`src/hdl/hsva_div_pipe.sv`:
```
// ---------------------------------------------------------------------------
// hsva_div_pipe
// pipelined restoring divider, one quotient bit per register stage
// ---------------------------------------------------------------------------
module hsva_div_pipe #(
   parameter int QW = 17,
   parameter int DW = 8
) (
   input  logic             clock,
   input  logic             enable,
   input  logic [QW+DW-1:0] num,
   input  logic [DW-1:0]    den,
   output logic [QW-1:0]    quo
);

   // caller guarantees num / den < 2**QW
   logic [DW-1:0] rem_ff [QW-1];
   logic [QW-1:0] low_ff [QW-1];
   logic [DW-1:0] den_ff [QW-1];
   logic [QW-1:0] quo_ff [QW];

   for (genvar k = 0; k < QW; k++) begin : g_stage
      logic [DW-1:0] rem_src;
      logic [DW-1:0] den_src;
      logic [QW-1:0] low_src;
      logic [QW-1:0] quo_src;
      logic [DW:0]   trial;
      logic          ge;
      logic [DW-1:0] rem_in;
      logic [QW-1:0] quo_in;

      if (k == 0) begin : g_first
         assign rem_src = num[QW+DW-1:QW];
         assign low_src = num[QW-1:0];
         assign den_src = den;
         assign quo_src = '0;
      end else begin : g_next
         assign rem_src = rem_ff[k-1];
         assign low_src = low_ff[k-1];
         assign den_src = den_ff[k-1];
         assign quo_src = quo_ff[k-1];
      end

      assign trial  = {rem_src, low_src[QW-1]};
      assign ge     = trial >= {1'b0, den_src};
      assign rem_in = ge ? DW'(trial - {1'b0, den_src}) : DW'(trial);
      assign quo_in = {quo_src[QW-2:0], ge};

      always_ff @(posedge clock) begin
         if (enable) begin
            quo_ff[k] <= quo_in;
         end
      end

      if (k < QW-1) begin : g_carry
         always_ff @(posedge clock) begin
            if (enable) begin
               rem_ff[k] <= rem_in;
               low_ff[k] <= low_src << 1;
               den_ff[k] <= den_src;
            end
         end
      end
   end

   assign quo = quo_ff[QW-1];

endmodule

```
`config.mk`:
```
export PLATFORM = sky130hd
export DESIGN_NAME = hsva_div_pipe
export DESIGN_NICKNAME = d
export VERILOG_FILES = /design/src/hdl/hsva_div_pipe.sv
export SDC_FILE = /design/constraint.sdc
export NUM_CORES = 1
export LEC_CHECK = 0
export BUFFER_PORTS_ARGS = -buffer_cell sky130_fd_sc_hd__buf_2
export CAP_MARGIN = 20
export CORE_MARGIN = 1
export CORE_UTILIZATION = 45
export DETAILED_ROUTE_END_ITERATION = 12
export GPL_TIMING_DRIVEN = 0
export HOLD_SLACK_MARGIN = 0.02
export REMOVE_ABC_BUFFERS = 1
export SLEW_MARGIN = 15
export SYNTH_ARGS = -nofsm -noshare
export SYNTH_HDL_FRONTEND = slang
export SYNTH_SLANG_ARGS = --single-unit
```
`constraint.sdc`:
```
create_clock -name clock -period 3.8 [get_ports clock]
set_input_delay 0.76 -clock clock [delete_from_list [all_inputs] [get_ports clock]]
set_output_delay 0.76 -clock clock [all_outputs]
set_load 0.1 [all_outputs]
```
# [Word-level counts from Yosys, hierarchy flattened]
# Memory sizes are Yosys's and may differ from the RTL's.
# Index checks and enable logic that the tools add are counted.
[word_totals] out_inout_bits=17 register_bits=0 ram_bits=801 memories=4 in_bits=35
[classes] n_addsub=16 order_cmp=17 mux=18
[mem_list] name="quo_ff" depth=17 width=17 rd=17 rd_clocked_by_memory_dff=0 wr=17 line_no="20" rtl="logic [QW-1:0] quo_ff [QW];"
[mem_list] name="low_ff" depth=16 width=16 rd=16 rd_clocked_by_memory_dff=0 wr=16 line_no="18" rtl="logic [QW-1:0] low_ff [QW-1];"
[mem_list] name="den_ff" depth=16 width=8 rd=16 rd_clocked_by_memory_dff=0 wr=16 line_no="19" rtl="logic [DW-1:0] den_ff [QW-1];"
[mem_list] name="rem_ff" depth=16 width=8 rd=16 rd_clocked_by_memory_dff=0 wr=16 line_no="17" rtl="logic [DW-1:0] rem_ff [QW-1];"
[ops] cell="9-bit by 8-bit greater-or-equal comparator with 1-bit output" n=17
[ops] cell="8-bit 2-to-1 mux" n=16
[ops] cell="8-bit subtractor" n=16
[ops] cell="1-bit 2-to-1 mux" n=2

# [Depth between registers and ports, before layout]
# An unclocked memory read counts as a cell.
[depth] ltp_word=3 ltp_mapped=9

# [Least setup slack after synthesis]
# Ideal clock, no wire load.
[synth_path] path_kind="input to register" start="input port den[6]" end="memory rem_ff[0][5], data pin" stages=7 slack_ps=1445 required_ps=3539 setup_time_ps=261 arrival_time_ps=2095 path_buffers=1 path_cell_list="inv_1 > ha_1 > and4_1 > and2_1 > a221oi_4 > buf_4 > o21ai_0"
[synth_lines] element="start: declaration" line_no="12" rtl="input logic [DW-1:0] den,"
[synth_lines] element="end: declaration" line_no="17"

==> metrics.md <==
| Metric | Value |
|---|---|
| Leak | 10.3 nW |
| Top post-synthesis cells by count | edfxtp_1, inv_1, ha_1 |
| Post-Synth Simple-Gate Area | 0.0587 |
| Area leader, netlist | edfxtp_1 |
| Post-CTS setup repair buffer count | 0 |
| RSZ-0062 raised after global routing | no |
| Die Span X | about 230 um |
| Fillers | 4,358 |
| Startpoint types | flip-flop |
| Final Cell Area | 27,000 um^2 |
| Main combinational cell family by area after synthesis | compound AO/OA/AOI/OAI gates |
| Worst clock skew | 0.0250 ns |
| I/O pin cnt | 52 |
| Post-Syn Area | 24,000 um^2 |
| Hold Fails Final Rpt | 0 |
| Max clock buf depth | 3 |
| Vias/cell | 5.11 |
| Clock Latency Late Sink | 0.60 ns |
| Total design power | 19.4 mW |
| Count leader, synth | edfxtp_1 |
| Ys Warns | 0 |
| Largest net degree at the start of global routing | between 100 and 150 |
| Post-DP HPWL | 24,000 um |
| Final setup violation count | 0 |
| First-pass GRT wire length | 60,600 um |
| CP max FO | 16 |
| Initial Util | 0.456 |
| Hold_ws | ~0.33 ns |
| Post-synth ARST share | 0 |
| Overall routed net length | 36,600 um |
| Area growth from synthesis to layout | 12.4% |
| Layout cells sized above 1 | 0.118 |
| DR DRC count | 0 |
| Clock transition at path regs | 0.06 ns |
| Synth cell types | 56 |
| Flops & latches, synth | ~550 |
| Final core occ | 0.513 |
| Crit path kind | reg -> reg |
| H-tree depth | 2 |
| Mux cell area share after synthesis | 0.0183 |
| Num CTS Buffers | 58 |
| # resized after CTS | 0 |
| FMAX | 397 MHz |
| Drt pass-1 iters | 6 |
| Avg Cell Area, Syn | 14.8 um^2 |
| Synth Area in Compound Gates | 0.108 |
| Sink Count | between 500 and 600 |
| Via count | 12.6k |
| Die area | around 54,000 um^2 |
| PwrDens | 718 nW/um^2 |
| Nets | 1,916 |
| Max-cap violations | 0 |
| Outcome | completed |
| VDD IR max | 0.409 mV |
| Antenna violations before repair | 1 |
| Area contributors post-synth | edfxtp_1, ha_1, inv_1, o21ai_0, a21oi_1 |
| Hold_buf cts | 0 |
| Fin crit period | 2.52 ns |
| Routability cong. | 0.840 |
| Core area | roughly 53,000 um^2 |
| Top cell type's share of synthesized area | 0.682 |
| Routed Antenna Nets | 0 |
| Total GRT Usage | 0.139 |
| GRT overflow | 0 |
| Post-synth EDFFs | 545 |
| Required time of the critical path | ~4.2 ns |
| PortBufs | approximately 50 |
| Mapped Cells | 1,626 |
| CTS tree | yes |
| Worst path arrival time | 2.87 ns |
| Synth Area in XOR/XNOR | 0.0175 |
| Die Y | 233 um |
| CP endpoint kind | flip-flop |
| Slew Viols, Final | 0 |
| Number of global-route vias before repair | 12.5k |
| Least-Margin Pin Slew | 0.640 ns |
| Clock root cell | clkbuf_16 |
| Initial DRC count | approximately 730 |
| WL/cell | 14.9 um |
| Post-synth top flop | edfxtp_1 |
| Rows | 84 |
| Sequential-to-total area share from yosys stat | 0.682 |
| ANT cells | 0 |
| Synth Area in Adders | 0.0842 |
| Worst slew margin | 0.573 |
| Final Cycle Share | 0.662 |
| Placed cell areas | 25,200 um^2 |
| Hold crit path type | in -> reg |
==> where the power goes <==
| part | internal [mW] | total (mW) | switching [mW] |
|---|---|---|---|
| combinational | 2.38 | 5.51 | 3.14 |
| sequential | 8.05 | 8.50 | 0.460 |
| clock | 3.12 | 5.36 | 2.24 |
==> stage by stage <==
stage          std cells  setup WS (ns)  TNS (ns)
2_1_floorplan       1613           1.30         0
3_3_place_gp        2352          -6.03  -3229.00
3_5_place_dp        2357          0.856         0
4_1_cts             2462           1.29         0
5_1_grt             2462           1.10         0
6_report            2462           1.28         0
==> worst paths after layout <==
check | startpoint | endpoint | slack, ns | cells past startpoint
setup / recovery | rem_ff[6][5]$_DFFE_PP_ | rem_ff[6][15]$_DFFE_PP_ | 1.28 | 6
hold / removal | num[0] | low_ff[0][0]$_DFFE_PP_ | 0.33 | 1
setup reg to reg | rem_ff[6][5]$_DFFE_PP_ | rem_ff[6][15]$_DFFE_PP_ | 1.28 | 6
hold reg to reg | low_ff[6][13]$_DFFE_PP_ | low_ff[7][14]$_DFFE_PP_ | 0.40 | 0
==> registers in the layout (all words and copies together) (netlist names) <==
| register | flops |
|---|---|
| quo_ff | 153 |
| den_ff | 128 |
| low_ff | 136 |
| rem_ff | 128 |
==> kinds of logic after synthesis <==
group / Yosys count
compound gates: 369
xor+xnor: 48
fa+ha+maj: 152
buf+inv: 195
flops: 545
mux: 37
simple gates: 280
==> layer usage <==
| metal | up-vias | wire (um) | GRT usage |
|---|---|---|---|
| li1 | 6283 | - | - |
| met1 | 6008 | 16400 | 0.178 |
| met2 | 198 | 17600 | 0.232 |
| met3 | 85 | 1580 | 0.0301 |
| met4 | 2 | 1010 | 0.0492 |
| met5 | - | 13 | 0 |
==> layout by cell type, fill, tap and decap left out, drive strengths merged, types with 14 or more instances in the layout <==
cell type / n
o21ai: 120
xnor2: 23
mux2: 25
nand3: 14
buf: 56
nor2b: 17
edfxtp: 545
nand2b: 29
xor2: 25
a211oi: 17
clkinv: 27
a21oi: 83
a21o: 28
o21a: 27
clkbuf: 69
fa: 16
inv: 183
ha: 136
and2: 16
nor2: 49
nand2: 96
nor3: 14
o31ai: 22
==> critical path, stage by stage (launching register included) <==
cell and delay [ns]:
edfxtp_1 0.41, ha_1 0.38, a21oi_1 0.22, o21ai_1 0.16, a221oi_4 0.63, inv_1 0.22
o22a_1 0.26
==> final cells by class <==
| cell class | instances | area (um^2) | area share |
|---|---|---|---|
| clock inverter | 36 | 312 | 0.0115 |
| timing repair buffer | 56 | 403 | 0.0149 |
| clock buffer | 69 | 1490 | 0.0553 |
| multi-input combinational | 886 | 6880 | 0.255 |
| sequential | 545 | 16400 | 0.606 |
| inverter | 182 | 683 | 0.0253 |
| tap | 688 | 861 | 0.0319 |
No activity file was read; power rests on OpenSTA's default activity.
